### config.mk
export PLATFORM = sky130hd
export DESIGN_NAME = sorted_priority_list_top_flat
export DESIGN_NICKNAME = d
export VERILOG_FILES = /design/src/rtl/core/spl_pkg.sv /design/src/rtl/core/spl_cmd_if.sv /design/src/rtl/core/spl_res_if.sv /design/src/rtl/core/spl_ctrl.sv /design/src/rtl/core/spl_datapath.sv /design/src/rtl/core/sorted_priority_list_top.sv /design/src/flat_wrapper.sv
export SDC_FILE = /design/constraint.sdc
export NUM_CORES = 1
export LEC_CHECK = 0
export BUFFER_PORTS_ARGS = -buffer_cell sky130_fd_sc_hd__buf_2
export CORE_ASPECT_RATIO = 1.5
export CORE_MARGIN = 2
export CORE_UTILIZATION = 62
export DETAILED_ROUTE_END_ITERATION = 10
export MAX_ROUTING_LAYER = met4
export PLACE_DENSITY = 0.76
export RECOVER_POWER = 25
export SLEW_MARGIN = 20
export SYNTH_ARGS = -nofsm -noshare
export SYNTH_HDL_FRONTEND = slang
export SYNTH_SLANG_ARGS = --single-unit
### constraint.sdc
create_clock -name clk -period 12.8 [get_ports clk]
set_clock_uncertainty 0.05 [all_clocks]
set_input_delay 2.56 -clock clk [delete_from_list [all_inputs] [get_ports clk]]
set_output_delay 2.56 -clock clk [all_outputs]
set_load 0.03 [all_outputs]
### src/rtl/core/spl_pkg.sv
// Package for the sorted priority list: field widths, command and status
// codes, and the control/status structs between controller and datapath.
package spl_pkg;

	localparam int CMD_W     = 3;
	localparam int ID_W      = 16;
	localparam int PRIO_W    = 8;
	localparam int ST_W      = 2;
	localparam int POS_W     = 5;
	localparam int DEPTH_DEF = 16;

	// command codes
	localparam logic [CMD_W-1:0] CMD_ADD     = 3'd0;
	localparam logic [CMD_W-1:0] CMD_REMOVE  = 3'd1;
	localparam logic [CMD_W-1:0] CMD_REPRIO  = 3'd2;
	localparam logic [CMD_W-1:0] CMD_FIND    = 3'd3;
	localparam logic [CMD_W-1:0] CMD_LIST    = 3'd4;

	// result status codes
	localparam logic [ST_W-1:0] ST_OK       = 2'd0;
	localparam logic [ST_W-1:0] ST_EMPTY    = 2'd1;
	localparam logic [ST_W-1:0] ST_NOTFOUND = 2'd2;
	localparam logic [ST_W-1:0] ST_FULL     = 2'd3;

	// commands from controller to datapath
	typedef struct packed {
		logic            capture;    // latch the incoming request
		logic            idx_clr;    // scan index back to zero
		logic            idx_inc;    // advance scan index
		logic            do_insert;  // insert request at scan index
		logic            do_delete;  // delete entry at scan index
		logic            save_match; // keep matched entry as result
		logic            load_out;   // load the output register
		logic            out_list;   // output comes from the slot at scan index
		logic [ST_W-1:0] out_status; // status for a single result
	} spl_ctrl_t;

	// status from datapath to controller
	typedef struct packed {
		logic [CMD_W-1:0] cmd;       // captured command
		logic             empty;
		logic             full;
		logic             scan_end;  // index reached fill count
		logic             id_match;  // slot id equals requested id
		logic             prio_le;   // slot priority <= requested priority
		logic             list_last; // index is the final occupied slot
		logic             out_free;  // output register can take a result
	} spl_stat_t;

endpackage

### src/rtl/core/spl_cmd_if.sv
// Request channel of the sorted priority list: valid/ready plus command fields.
// Depends on spl_pkg for field widths.
interface spl_cmd_if;
	import spl_pkg::*;

	logic              valid;
	logic              ready;
	logic [CMD_W-1:0]  command;
	logic [ID_W-1:0]   patient_id;
	logic [PRIO_W-1:0] priority_req;

	modport source (output valid, command, patient_id, priority_req, input ready);
	modport sink (input valid, command, patient_id, priority_req, output ready);

endinterface

### src/rtl/core/spl_res_if.sv
// Result channel of the sorted priority list: valid/ready plus result fields.
// Depends on spl_pkg for field widths.
interface spl_res_if;
	import spl_pkg::*;

	logic              valid;
	logic              ready;
	logic [ST_W-1:0]   status;
	logic [ID_W-1:0]   entry_id;
	logic [PRIO_W-1:0] entry_priority;
	logic [POS_W-1:0]  position;
	logic [POS_W-1:0]  occupancy;
	logic              last;

	modport source (output valid, status, entry_id, entry_priority, position,
		occupancy, last, input ready);
	modport sink (input valid, status, entry_id, entry_priority, position,
		occupancy, last, output ready);

endinterface

### src/rtl/core/spl_ctrl.sv
// Controller state machine of the sorted priority list.
// Depends on spl_pkg; drives spl_datapath through spl_ctrl_t.
module spl_ctrl (
	input  logic              clk,
	input  logic              arst_n,
	input  logic              in_valid,
	output logic              in_ready,
	input  spl_pkg::spl_stat_t stat,
	output spl_pkg::spl_ctrl_t ctrl
);
	import spl_pkg::*;

	localparam logic [2:0] S_IDLE      = 3'd0;
	localparam logic [2:0] S_DECODE    = 3'd1;
	localparam logic [2:0] S_SCAN_ID   = 3'd2;
	localparam logic [2:0] S_SCAN_PRIO = 3'd3;
	localparam logic [2:0] S_LIST      = 3'd4;
	localparam logic [2:0] S_EMIT      = 3'd5;

	logic [2:0]      state_q, state_d;
	logic [ST_W-1:0] res_status_q, res_status_d;

	// state and pending status registers
	always_ff @(posedge clk or negedge arst_n) begin
		if (!arst_n) begin
			state_q      <= S_IDLE;
			res_status_q <= ST_OK;
		end else begin
			state_q      <= state_d;
			res_status_q <= res_status_d;
		end
	end

	// next state and datapath commands
	always_comb begin
		state_d         = state_q;
		res_status_d    = res_status_q;
		in_ready        = 1'b0;
		ctrl            = '0;
		ctrl.out_status = res_status_q;
		case (state_q)
			S_IDLE: begin
				in_ready = 1'b1;
				if (in_valid) begin
					ctrl.capture = 1'b1;
					ctrl.idx_clr = 1'b1;
					state_d      = S_DECODE;
				end
			end
			S_DECODE: begin
				case (stat.cmd)
					CMD_ADD: begin
						if (stat.full) begin
							res_status_d = ST_FULL;
							state_d      = S_EMIT;
						end else begin
							state_d = S_SCAN_PRIO;
						end
					end
					CMD_REMOVE, CMD_REPRIO, CMD_FIND: begin
						if (stat.empty) begin
							res_status_d = ST_EMPTY;
							state_d      = S_EMIT;
						end else begin
							state_d = S_SCAN_ID;
						end
					end
					CMD_LIST: begin
						if (stat.empty) begin
							res_status_d = ST_EMPTY;
							state_d      = S_EMIT;
						end else begin
							state_d = S_LIST;
						end
					end
					default: state_d = S_IDLE; // unused codes give no result
				endcase
			end
			// walk past entries of lower or equal priority, then insert
			S_SCAN_PRIO: begin
				if (!stat.scan_end && stat.prio_le) begin
					ctrl.idx_inc = 1'b1;
				end else begin
					ctrl.do_insert = 1'b1;
					res_status_d   = ST_OK;
					state_d        = S_EMIT;
				end
			end
			// first entry with the requested id
			S_SCAN_ID: begin
				if (stat.scan_end) begin
					res_status_d = ST_NOTFOUND;
					state_d      = S_EMIT;
				end else if (stat.id_match) begin
					ctrl.save_match = 1'b1;
					res_status_d    = ST_OK;
					case (stat.cmd)
						CMD_REMOVE: begin
							ctrl.do_delete = 1'b1;
							state_d        = S_EMIT;
						end
						CMD_REPRIO: begin
							ctrl.do_delete = 1'b1;
							ctrl.idx_clr   = 1'b1;
							state_d        = S_SCAN_PRIO;
						end
						default: state_d = S_EMIT;
					endcase
				end else begin
					ctrl.idx_inc = 1'b1;
				end
			end
			// one transfer per entry
			S_LIST: begin
				if (stat.out_free) begin
					ctrl.load_out = 1'b1;
					ctrl.out_list = 1'b1;
					ctrl.idx_inc  = 1'b1;
					if (stat.list_last) begin
						state_d = S_IDLE;
					end
				end
			end
			S_EMIT: begin
				if (stat.out_free) begin
					ctrl.load_out = 1'b1;
					state_d       = S_IDLE;
				end
			end
			default: state_d = S_IDLE;
		endcase
	end

endmodule

### src/rtl/core/spl_datapath.sv
// Datapath of the sorted priority list: request latch, row of sorted slots,
// scan index, fill count and output register. Depends on spl_pkg.
module spl_datapath #(
	parameter int DEPTH = spl_pkg::DEPTH_DEF
) (
	input  logic                      clk,
	input  logic                      arst_n,
	input  logic [spl_pkg::CMD_W-1:0]  in_command,
	input  logic [spl_pkg::ID_W-1:0]   in_patient_id,
	input  logic [spl_pkg::PRIO_W-1:0] in_priority_req,
	input  spl_pkg::spl_ctrl_t         ctrl,
	output spl_pkg::spl_stat_t         stat,
	output logic                      out_valid,
	input  logic                      out_ready,
	output logic [spl_pkg::ST_W-1:0]   out_status,
	output logic [spl_pkg::ID_W-1:0]   out_entry_id,
	output logic [spl_pkg::PRIO_W-1:0] out_entry_priority,
	output logic [spl_pkg::POS_W-1:0]  out_position,
	output logic [spl_pkg::POS_W-1:0]  out_occupancy,
	output logic                      out_last
);
	import spl_pkg::*;

	localparam int IW = $clog2(DEPTH);
	localparam int CW = $clog2(DEPTH + 1);

	logic [CMD_W-1:0]  cmd_q;
	logic [ID_W-1:0]   req_id_q;
	logic [PRIO_W-1:0] req_prio_q;
	logic [ID_W-1:0]   slot_id_q   [DEPTH];
	logic [PRIO_W-1:0] slot_prio_q [DEPTH];
	logic [CW-1:0]     count_q;
	logic [CW-1:0]     idx_q;
	logic [PRIO_W-1:0] pend_prio_q;
	logic [CW-1:0]     pend_pos_q;
	logic [ID_W-1:0]   rd_id;
	logic [PRIO_W-1:0] rd_prio;
	logic              list_last;

	logic              out_valid_q;
	logic [ST_W-1:0]   out_status_q;
	logic [ID_W-1:0]   out_id_q;
	logic [PRIO_W-1:0] out_prio_q;
	logic [POS_W-1:0]  out_pos_q;
	logic [POS_W-1:0]  out_occ_q;
	logic              out_last_q;

	// request latch
	always_ff @(posedge clk) begin
		if (ctrl.capture) begin
			req_id_q   <= in_patient_id;
			req_prio_q <= in_priority_req;
		end
	end

	always_ff @(posedge clk or negedge arst_n) begin
		if (!arst_n) begin
			cmd_q <= CMD_ADD;
		end else if (ctrl.capture) begin
			cmd_q <= in_command;
		end
	end

	// slot at the scan index
	assign rd_id     = slot_id_q[idx_q[IW-1:0]];
	assign rd_prio   = slot_prio_q[idx_q[IW-1:0]];
	assign list_last = (idx_q + CW'(1)) == count_q;

	// row of slots: insert shifts toward the tail, delete toward the head
	for (genvar g = 0; g < DEPTH; g++) begin : g_slot
		localparam int PREV = (g == 0) ? 0 : g - 1;
		localparam int NEXT = (g == DEPTH - 1) ? g : g + 1;

		always_ff @(posedge clk) begin
			if (ctrl.do_insert) begin
				if (CW'(g) == idx_q) begin
					slot_id_q[g]   <= req_id_q;
					slot_prio_q[g] <= req_prio_q;
				end else if (CW'(g) > idx_q) begin
					slot_id_q[g]   <= slot_id_q[PREV];
					slot_prio_q[g] <= slot_prio_q[PREV];
				end
			end else if (ctrl.do_delete) begin
				if (CW'(g) >= idx_q) begin
					slot_id_q[g]   <= slot_id_q[NEXT];
					slot_prio_q[g] <= slot_prio_q[NEXT];
				end
			end
		end
	end

	// fill count and scan index
	always_ff @(posedge clk or negedge arst_n) begin
		if (!arst_n) begin
			count_q <= '0;
			idx_q   <= '0;
		end else begin
			if (ctrl.do_insert) begin
				count_q <= count_q + CW'(1);
			end else if (ctrl.do_delete) begin
				count_q <= count_q - CW'(1);
			end
			if (ctrl.idx_clr) begin
				idx_q <= '0;
			end else if (ctrl.idx_inc) begin
				idx_q <= idx_q + CW'(1);
			end
		end
	end

	// reported entry for single results
	always_ff @(posedge clk) begin
		if (ctrl.do_insert) begin
			pend_prio_q <= req_prio_q;
			pend_pos_q  <= idx_q;
		end else if (ctrl.save_match) begin
			pend_prio_q <= rd_prio;
			pend_pos_q  <= idx_q;
		end
	end

	// output register
	always_ff @(posedge clk or negedge arst_n) begin
		if (!arst_n) begin
			out_valid_q <= 1'b0;
		end else if (ctrl.load_out) begin
			out_valid_q <= 1'b1;
		end else if (out_ready) begin
			out_valid_q <= 1'b0;
		end
	end

	always_ff @(posedge clk) begin
		if (ctrl.load_out) begin
			out_occ_q <= POS_W'(count_q);
			if (ctrl.out_list) begin
				out_status_q <= ST_OK;
				out_id_q     <= rd_id;
				out_prio_q   <= rd_prio;
				out_pos_q    <= POS_W'(idx_q);
				out_last_q   <= list_last;
			end else if (ctrl.out_status == ST_OK) begin
				out_status_q <= ST_OK;
				out_id_q     <= req_id_q;
				out_prio_q   <= pend_prio_q;
				out_pos_q    <= POS_W'(pend_pos_q);
				out_last_q   <= 1'b1;
			end else begin
				out_status_q <= ctrl.out_status;
				out_id_q     <= '0;
				out_prio_q   <= '0;
				out_pos_q    <= '0;
				out_last_q   <= 1'b1;
			end
		end
	end

	// status to controller
	always_comb begin
		stat.cmd       = cmd_q;
		stat.empty     = count_q == '0;
		stat.full      = count_q == CW'(DEPTH);
		stat.scan_end  = idx_q == count_q;
		stat.id_match  = rd_id == req_id_q;
		stat.prio_le   = rd_prio <= req_prio_q;
		stat.list_last = list_last;
		stat.out_free  = !out_valid_q || out_ready;
	end

	assign out_valid          = out_valid_q;
	assign out_status         = out_status_q;
	assign out_entry_id       = out_id_q;
	assign out_entry_priority = out_prio_q;
	assign out_position       = out_pos_q;
	assign out_occupancy      = out_occ_q;
	assign out_last           = out_last_q;

endmodule

### src/rtl/core/sorted_priority_list_top.sv
// Sorted priority list, one command at a time. A command is taken only when idle.
// Add: scans past each slot of lower/equal priority, then inserts and reports the result.
// Remove/find: scan for the matching id; reprioritize adds the insertion scan.
// List: one result per cycle while the output register can take it; scan of one slot per cycle sets rate.
// Reset clears the fill count and control state at once; slot contents need no clearing.
// Depends on spl_pkg, spl_cmd_if, spl_res_if, spl_ctrl and spl_datapath.
module sorted_priority_list_top #(
	parameter int DEPTH = spl_pkg::DEPTH_DEF
) (
	input logic       clk,
	input logic       arst_n,
	spl_cmd_if.sink   cmd_in,
	spl_res_if.source res_out
);
	import spl_pkg::*;

	spl_ctrl_t ctrl;
	spl_stat_t stat;

	spl_ctrl u_ctrl (
		.clk      (clk),
		.arst_n   (arst_n),
		.in_valid (cmd_in.valid),
		.in_ready (cmd_in.ready),
		.stat     (stat),
		.ctrl     (ctrl)
	);

	spl_datapath #(
		.DEPTH (DEPTH)
	) u_datapath (
		.clk                (clk),
		.arst_n             (arst_n),
		.in_command         (cmd_in.command),
		.in_patient_id      (cmd_in.patient_id),
		.in_priority_req    (cmd_in.priority_req),
		.ctrl               (ctrl),
		.stat               (stat),
		.out_valid          (res_out.valid),
		.out_ready          (res_out.ready),
		.out_status         (res_out.status),
		.out_entry_id       (res_out.entry_id),
		.out_entry_priority (res_out.entry_priority),
		.out_position       (res_out.position),
		.out_occupancy      (res_out.occupancy),
		.out_last           (res_out.last)
	);

endmodule

### src/flat_wrapper.sv
// flat-port wrapper written by rule: the top's interface ports become plain ports
module sorted_priority_list_top_flat import spl_pkg::*;
#(
	parameter int DEPTH = spl_pkg::DEPTH_DEF
)
  (clk, arst_n, cmd_in_valid, cmd_in_command, cmd_in_patient_id, cmd_in_priority_req, cmd_in_ready, res_out_valid, res_out_status, res_out_entry_id, res_out_entry_priority, res_out_position, res_out_occupancy, res_out_last, res_out_ready);
  spl_cmd_if cmd_in_i ();
  spl_res_if res_out_i ();
  input logic clk;
  input logic arst_n;
  input wire logic [$bits(cmd_in_i.valid)-1:0] cmd_in_valid;
  input wire logic [$bits(cmd_in_i.command)-1:0] cmd_in_command;
  input wire logic [$bits(cmd_in_i.patient_id)-1:0] cmd_in_patient_id;
  input wire logic [$bits(cmd_in_i.priority_req)-1:0] cmd_in_priority_req;
  output wire logic [$bits(cmd_in_i.ready)-1:0] cmd_in_ready;
  output wire logic [$bits(res_out_i.valid)-1:0] res_out_valid;
  output wire logic [$bits(res_out_i.status)-1:0] res_out_status;
  output wire logic [$bits(res_out_i.entry_id)-1:0] res_out_entry_id;
  output wire logic [$bits(res_out_i.entry_priority)-1:0] res_out_entry_priority;
  output wire logic [$bits(res_out_i.position)-1:0] res_out_position;
  output wire logic [$bits(res_out_i.occupancy)-1:0] res_out_occupancy;
  output wire logic [$bits(res_out_i.last)-1:0] res_out_last;
  input wire logic [$bits(res_out_i.ready)-1:0] res_out_ready;
  assign cmd_in_i.valid = cmd_in_valid;
  assign cmd_in_i.command = cmd_in_command;
  assign cmd_in_i.patient_id = cmd_in_patient_id;
  assign cmd_in_i.priority_req = cmd_in_priority_req;
  assign cmd_in_ready = cmd_in_i.ready;
  assign res_out_valid = res_out_i.valid;
  assign res_out_status = res_out_i.status;
  assign res_out_entry_id = res_out_i.entry_id;
  assign res_out_entry_priority = res_out_i.entry_priority;
  assign res_out_position = res_out_i.position;
  assign res_out_occupancy = res_out_i.occupancy;
  assign res_out_last = res_out_i.last;
  assign res_out_i.ready = res_out_ready;
  sorted_priority_list_top #(.DEPTH(DEPTH)) u_core (.clk(clk), .arst_n(arst_n), .cmd_in(cmd_in_i), .res_out(res_out_i));
endmodule
# Yosys cells after proc, flatten, opt, wreduce, memory -nomap -nowiden
# Memories as Yosys holds them, arrays and structs flattened.
# Cells that the tools add are included.
[word_totals]
register_bits = 93
ram_bits = 384
input_bits = 31
out_inout_bits = 39
elab_cells = 471
mem_count = 2
[mem_list]
columns = ["memory", "words", "width", "rd", "rd_clocked_by_memory_dff", "wr", "line_no", "source"]
rows = [
  ["u_core.u_datapath.slot_id_q", 16, 16, 17, 0, 16, "spl_datapath.sv:30", "logic [ID_W-1:0] slot_id_q [DEPTH];"],
  ["u_core.u_datapath.slot_prio_q", 16, 8, 17, 0, 16, "spl_datapath.sv:31", "logic [PRIO_W-1:0] slot_prio_q [DEPTH];"],
]
[classes]
add_sub_neg = 3
order_cmp = 33
eq_ne = 37
n_mux = 296
bitwise_logic = 64
n_reduce_logical = 20
[op_table]
columns = ["operator", "count"]
rows = [
  ["16-bit 2-to-1 mux", 34],
  ["8-bit 2-to-1 mux", 36],
  ["1-bit 2-to-1 mux", 190],
  ["1-bit bitwise OR", 64],
  ["4-bit by 5-bit equality test with 1-bit output, first input constant", 8],
  ["4-bit by 5-bit >= comparator with 1-bit output, first input constant", 8],
  ["4-bit by 5-bit > comparator with 1-bit output, first input constant", 8],
  ["5-bit 2-to-1 mux", 8],
  ["3-bit 2-to-1 mux", 10],
  ["2-bit 2-to-1 mux", 11],
  ["3-bit by 5-bit equality test with 1-bit output, first input constant", 4],
  ["3-bit by 5-bit >= comparator with 1-bit output, first input constant", 4],
  ["3-bit by 5-bit > comparator with 1-bit output, first input constant", 4],
  ["3-bit case mux with 6 select lines", 1],
  ["16-bit equality test", 1],
  ["3-bit by 2-bit equality test with 1-bit output, second input constant", 4],
  ["3-bit by 2-bit inequality test with 1-bit output, second input constant", 4],
  ["6-bit AND reduction", 2],
  ["5-bit by 1-bit adder with 5-bit output, second input constant", 2],
  ["2-bit by 5-bit equality test with 1-bit output, first input constant", 2],
  ["5-bit equality test", 2],
  ["1-bit by 5-bit >= comparator with 1-bit output, first input constant", 2],
  ["2-bit by 5-bit >= comparator with 1-bit output, first input constant", 2],
  ["1-bit by 5-bit > comparator with 1-bit output, first input constant", 2],
  ["other kinds (25)", 40],
]

# Depth between registers and ports, before layout
[depth]
ltp_word = 10
mapped_depth = 23
mapped_depth_nobuf = 16

# By module
# From an unflattened synthesis, not the netlist that was laid out.
[hier_totals]
hier_cells = 2343
hier_area_um2 = 27141.0
[by_module_without_submodules]
columns = ["module", "n_inst", "cells_per_inst", "area_per_inst_um2", "seq_area_each_um2"]
rows = [
  ["spl_datapath", 1, 2278, 26639.3, 14103.5],
  ["spl_ctrl", 1, 65, 501.7, 125.1],
]

# Least setup slack after synthesis
# OpenSTA, ideal clock, no wires.
[synth_timing]
kind = "register to register"
startpoint = "register u_core.u_datapath.idx_q[1]"
endpoint = "memory u_core.u_datapath.slot_id_q[14][10], data pin"
setup_ns = 0.260
arrival_ns = 7.485
required_ns = 12.490
setup_slack_ns = 5.005
stages_incl_launch_ff = 19
n_path_buf = 6
period_less_slack_ns = 7.795
cell_sequence = "dfrtp_1 > clkbuf_1 > clkbuf_1 > clkbuf_1 > buf_1 > mux4_2 > mux4_2 > ha_1 > nor2b_1 > o21a_1 > o21ai_0 > a21oi_1 > o22ai_1 > a211oi_1 > and2_1 > clkbuf_1 > clkbuf_1 > mux2_2 > mux2_2"
[synth_lines]
columns = ["element", "line_no", "source"]
rows = [
  ["start: declaration", "spl_datapath.sv:33", "logic [CW-1:0] idx_q;"],
  ["start signal: assignment", "spl_datapath.sv:106", "idx_q <= idx_q + CW'(1);"],
  ["end: declaration", "spl_datapath.sv:30", ""],
]

==> results.py <==
metrics = {
    "status": {
        "status": "finished with violations",
        "violations": "max-capacitance violations, max-slew violations",
    },
    "pwr": {
        "leakagePower_nw": 10.72,
        "peakVddDrop_uv": 131.9,
        "power_density_nw_per_um2": 212.3,
    },
    "worst_setup_path": {
        "worstSetupEndpointType": "flip-flop",
        "worst_setup_path_start_kind": "flip-flop",
        "critPathMaxFanout": 49,
        "path_class": "flip-flop to flip-flop",
        "worstPathArrival_ps": 9640,
        "worstPathRequired_ps": 13070,
    },
    "layout": {
        "layout_commonest_cell": "mux2_2",
        "syn_to_final_growth_pct": 9.100,
        "layoutNonFillerInstCount": 2698,
        "nFillCells": 3212,
        "register_area_sq_um": 14230,
        "drive_gt1_frac": 0.3595,
        "multi_input_area_sq_um": 13490,
        "mostFrequentLayoutCells": "mux2_2, edfxtp_1, mux2_1, mux2i_1, nand2_1",
        "fin_nets": 2122,
    },
    "die": {
        "dieArea_sq_um": 47420,
        "fp.dieW_um": 178.5,
        "pin_count": 70,
        "start_util": 0.6300,
        "core_sq_um": 44930,
        "die_h_um": 265.7,
        "num_rows": 95,
    },
    "yosys": {
        "synth_flop_cell": "edfxtp_1",
        "synth_edf_count": 458,
        "synth_area_sq_um": 28310,
        "ys_seq_elements": 477,
        "syn_avg_cell_area_sq_um": 13.68,
        "synthArstFlopShare": 0.03983,
        "postSynthCellCount": 2070,
        "synth_cell_types": 73,
        "syn_nets": 2116,
        "ys_seq_area_frac": 0.5026,
        "yosys_warnings": 0,
    },
    "timing": {
        "drv_slew": 303,
        "min_period_ps": 9369,
        "tns_ps": 0,
        "tightest_slew_ps": 3980,
        "finalCritPeriodShare": 0.7320,
        "finalHoldViolCount": 0,
        "max_freq_mhz": 106.7,
        "slew-limit-headroom": -1.653,
        "rsz0062_at_grt": "no",
        "setup_violations": 0,
    },
    "place": {
        "port_buffers": 69,
        "hpwlAfterDp_mm": 59.01,
        "gp_congestion": 0.9675,
        "placed_cells": 2608,
    },
    "routing": {
        "drt_iter0_markers": 2347,
        "remaining_drc_errors": 0,
        "drt-vias-per-instance": 7.374,
        "vias": 19890,
        "antenna_left": 0,
        "wl_per_cell_um": 35.05,
        "dr.pass1.iters": 5,
        "wl_mm": 94.56,
    },
    "run": {
        "max_cap_violations": 8,
    },
    "clock_network": {
        "holdBufCountCts": 0,
        "post_cts_buffers": 0,
        "post_cts_resized": 0,
        "insertion_delay_ps": 600,
        "numCtsBuffers": 47,
        "clock_path_buffers": 3,
        "clockRootBuffer": "clkbuf_16",
        "cts_tree": "built",
        "htree_levels": 2,
        "clk_pin_slew_ps": 70,
        "cts_sinks": 477,
    },
    "global_route": {
        "grt_start_max_net_pins": 74,
        "grt_pass1_vias": 20390,
        "grt_pass1_wl_mm": 134.8,
        "grt_util_all_layers": 0.4120,
        "antenna_found_initial": 1,
        "grt_overflow_total": 0,
    },
    "hold_path": {
        "hold_path_class": "flip-flop to flip-flop",
    },
}
## cells in the mapped netlist (4+ instances only)
master,count,area (sq um)
mux2_1,127,1430
buf_4,6,45.04
a221oi_1,4,35.03
mux2i_1,123,1231
xor2_1,14,122.6
edfxtp_1,458,13750
buf_1,11,41.29
nor2b_1,6,37.54
xnor2_1,29,254.0
nand2b_1,6,37.54
and3_1,4,25.02
nand4_1,6,37.54
ha_1,14,175.2
o22a_1,4,35.03
o31ai_1,4,30.03
a21oi_1,74,370.4
nor4_1,4,25.02
a22oi_1,6,45.04
dfrtp_1,19,475.5
o21ai_0,63,315.3
buf_6,7,78.83
buf_2,36,180.2
a211oi_1,6,45.04
nand2_1,111,416.7
mux2_2,468,5270
a31oi_1,11,68.82
o22ai_1,6,37.54
o211ai_1,5,37.54
clkbuf_1,116,435.4
a211o_1,4,35.03
inv_1,14,52.55
nor2_1,68,255.2
a21o_1,10,75.07
and2_1,8,50.05
or3_1,5,31.28
mux4_2,82,1847
nor3_1,36,180.2
o21a_1,4,30.03
nand3_1,41,205.2
## power breakdown
part,internal [mW],switching [mW]
combinational,1.09,1.56
clock,0.784,0.639
sequential,2.18,0.307
## stage by stage
| step | util | hold WS, ps | power [mW] | instance area [sq um] | worst slack, ps |
|---|---|---|---|---|---|
| finish | 0.6874 | 498.1 | 6.557 | 30880 | 3431 |
| detailed placement | 0.6548 | 484.6 | 5.050 | 29420 | 5994 |
| CTS | 0.6888 | 501.9 | 6.463 | 30950 | 5964 |
| floorplan | - | 369.6 | 4.173 | 28310 | 5005 |
| global placement | 0.6536 | 475.9 | 4.983 | 29360 | 6119 |
| global route | 0.6873 | 525.1 | 6.732 | 30880 | 3081 |
## per-layer routing
metal | track usage | vias to the layer above | routed length [um]
met5 | - | - | 0
met4 | 0.3054 | 0 | 9070
met3 | 0.08233 | 503 | 9408
met2 | 0.6504 | 1469 | 45340
met1 | 0.4619 | 9909 | 30740
li1 | - | 8013 | -
## critical path, stage by stage, from the launching register on
cell and delay (ps):
dfrtp_1 700, clkbuf_1 2830, buf_4 910, mux2_2 280, o22ai_1 80, a221oi_1 970, xnor2_1 200, a2bb2oi_1 110
nor4_2 680, nand3_2 600, nor2_4 1170, mux2_2 440
## layout make-up
class | instances | share of cell area
Inverter | 18 | 0.002228
Clock buffer | 59 | 0.04088
Sequential cell | 477 | 0.4609
Multi-Input combinational cell | 1396 | 0.4366
Tap cell | 582 | 0.02358
Antenna cell | 2 | 0.0001620
Timing Repair Buffer | 136 | 0.02710
Clock inverter | 28 | 0.008548
## registers in the layout, summed over array words and instances, names as in the netlist, 2 cells and up
signal / flops
u_core.u_ctrl.res_status_q: 2
u_core.u_datapath.out_entry_id: 16
u_core.u_datapath.slot_id_q: 256
u_core.u_datapath.out_status: 2
u_core.u_datapath.count_q: 5
u_core.u_datapath.slot_prio_q: 128
u_core.u_datapath.out_entry_priority: 8
u_core.u_ctrl.state_q: 3
u_core.u_datapath.req_prio_q: 8
u_core.u_datapath.pend_prio_q: 8
u_core.u_datapath.pend_pos_q: 5
u_core.u_datapath.out_position: 5
u_core.u_datapath.req_id_q: 16
u_core.u_datapath.cmd_q: 3
u_core.u_datapath.out_occupancy: 5
u_core.u_datapath.idx_q: 5
## worst paths after layout
path,from,to,slack [ps],depth (start not counted)
max,u_core.u_datapath.idx_q[0],u_core.u_datapath.slot_id_q[4][6],3430,11
min,u_core.u_datapath.pend_prio_q[6],u_core.u_datapath.out_entry_priority[6],500,2
max reg2reg,u_core.u_datapath.idx_q[0],u_core.u_datapath.slot_id_q[4][6],3430,11
min reg2reg,u_core.u_datapath.pend_prio_q[6],u_core.u_datapath.out_entry_priority[6],500,2
max in group asynchronous,arst_n,u_core.u_datapath.idx_q[2],9850,1
min in group asynchronous,arst_n,u_core.u_datapath.idx_q[0],2090,1
## logic make-up (layout without fill, tap and decap cells)
group | Yosys count | after routing | synth area share
AO/OA/AOI/OAI | 225 | 225 | 0.04809
XOR/XNOR | 43 | 43 | 0.01330
adder cells (fa/ha/maj) | 16 | 16 | 0.007249
buffers and inverters | 197 | 241 | 0.03138
flip-flops | 477 | 477 | 0.5026
multiplexers | 800 | 800 | 0.3454
other | 0 | 2 | 0
AND/OR/NAND/NOR | 312 | 312 | 0.05193
Power figures use the tool's default switching activity.
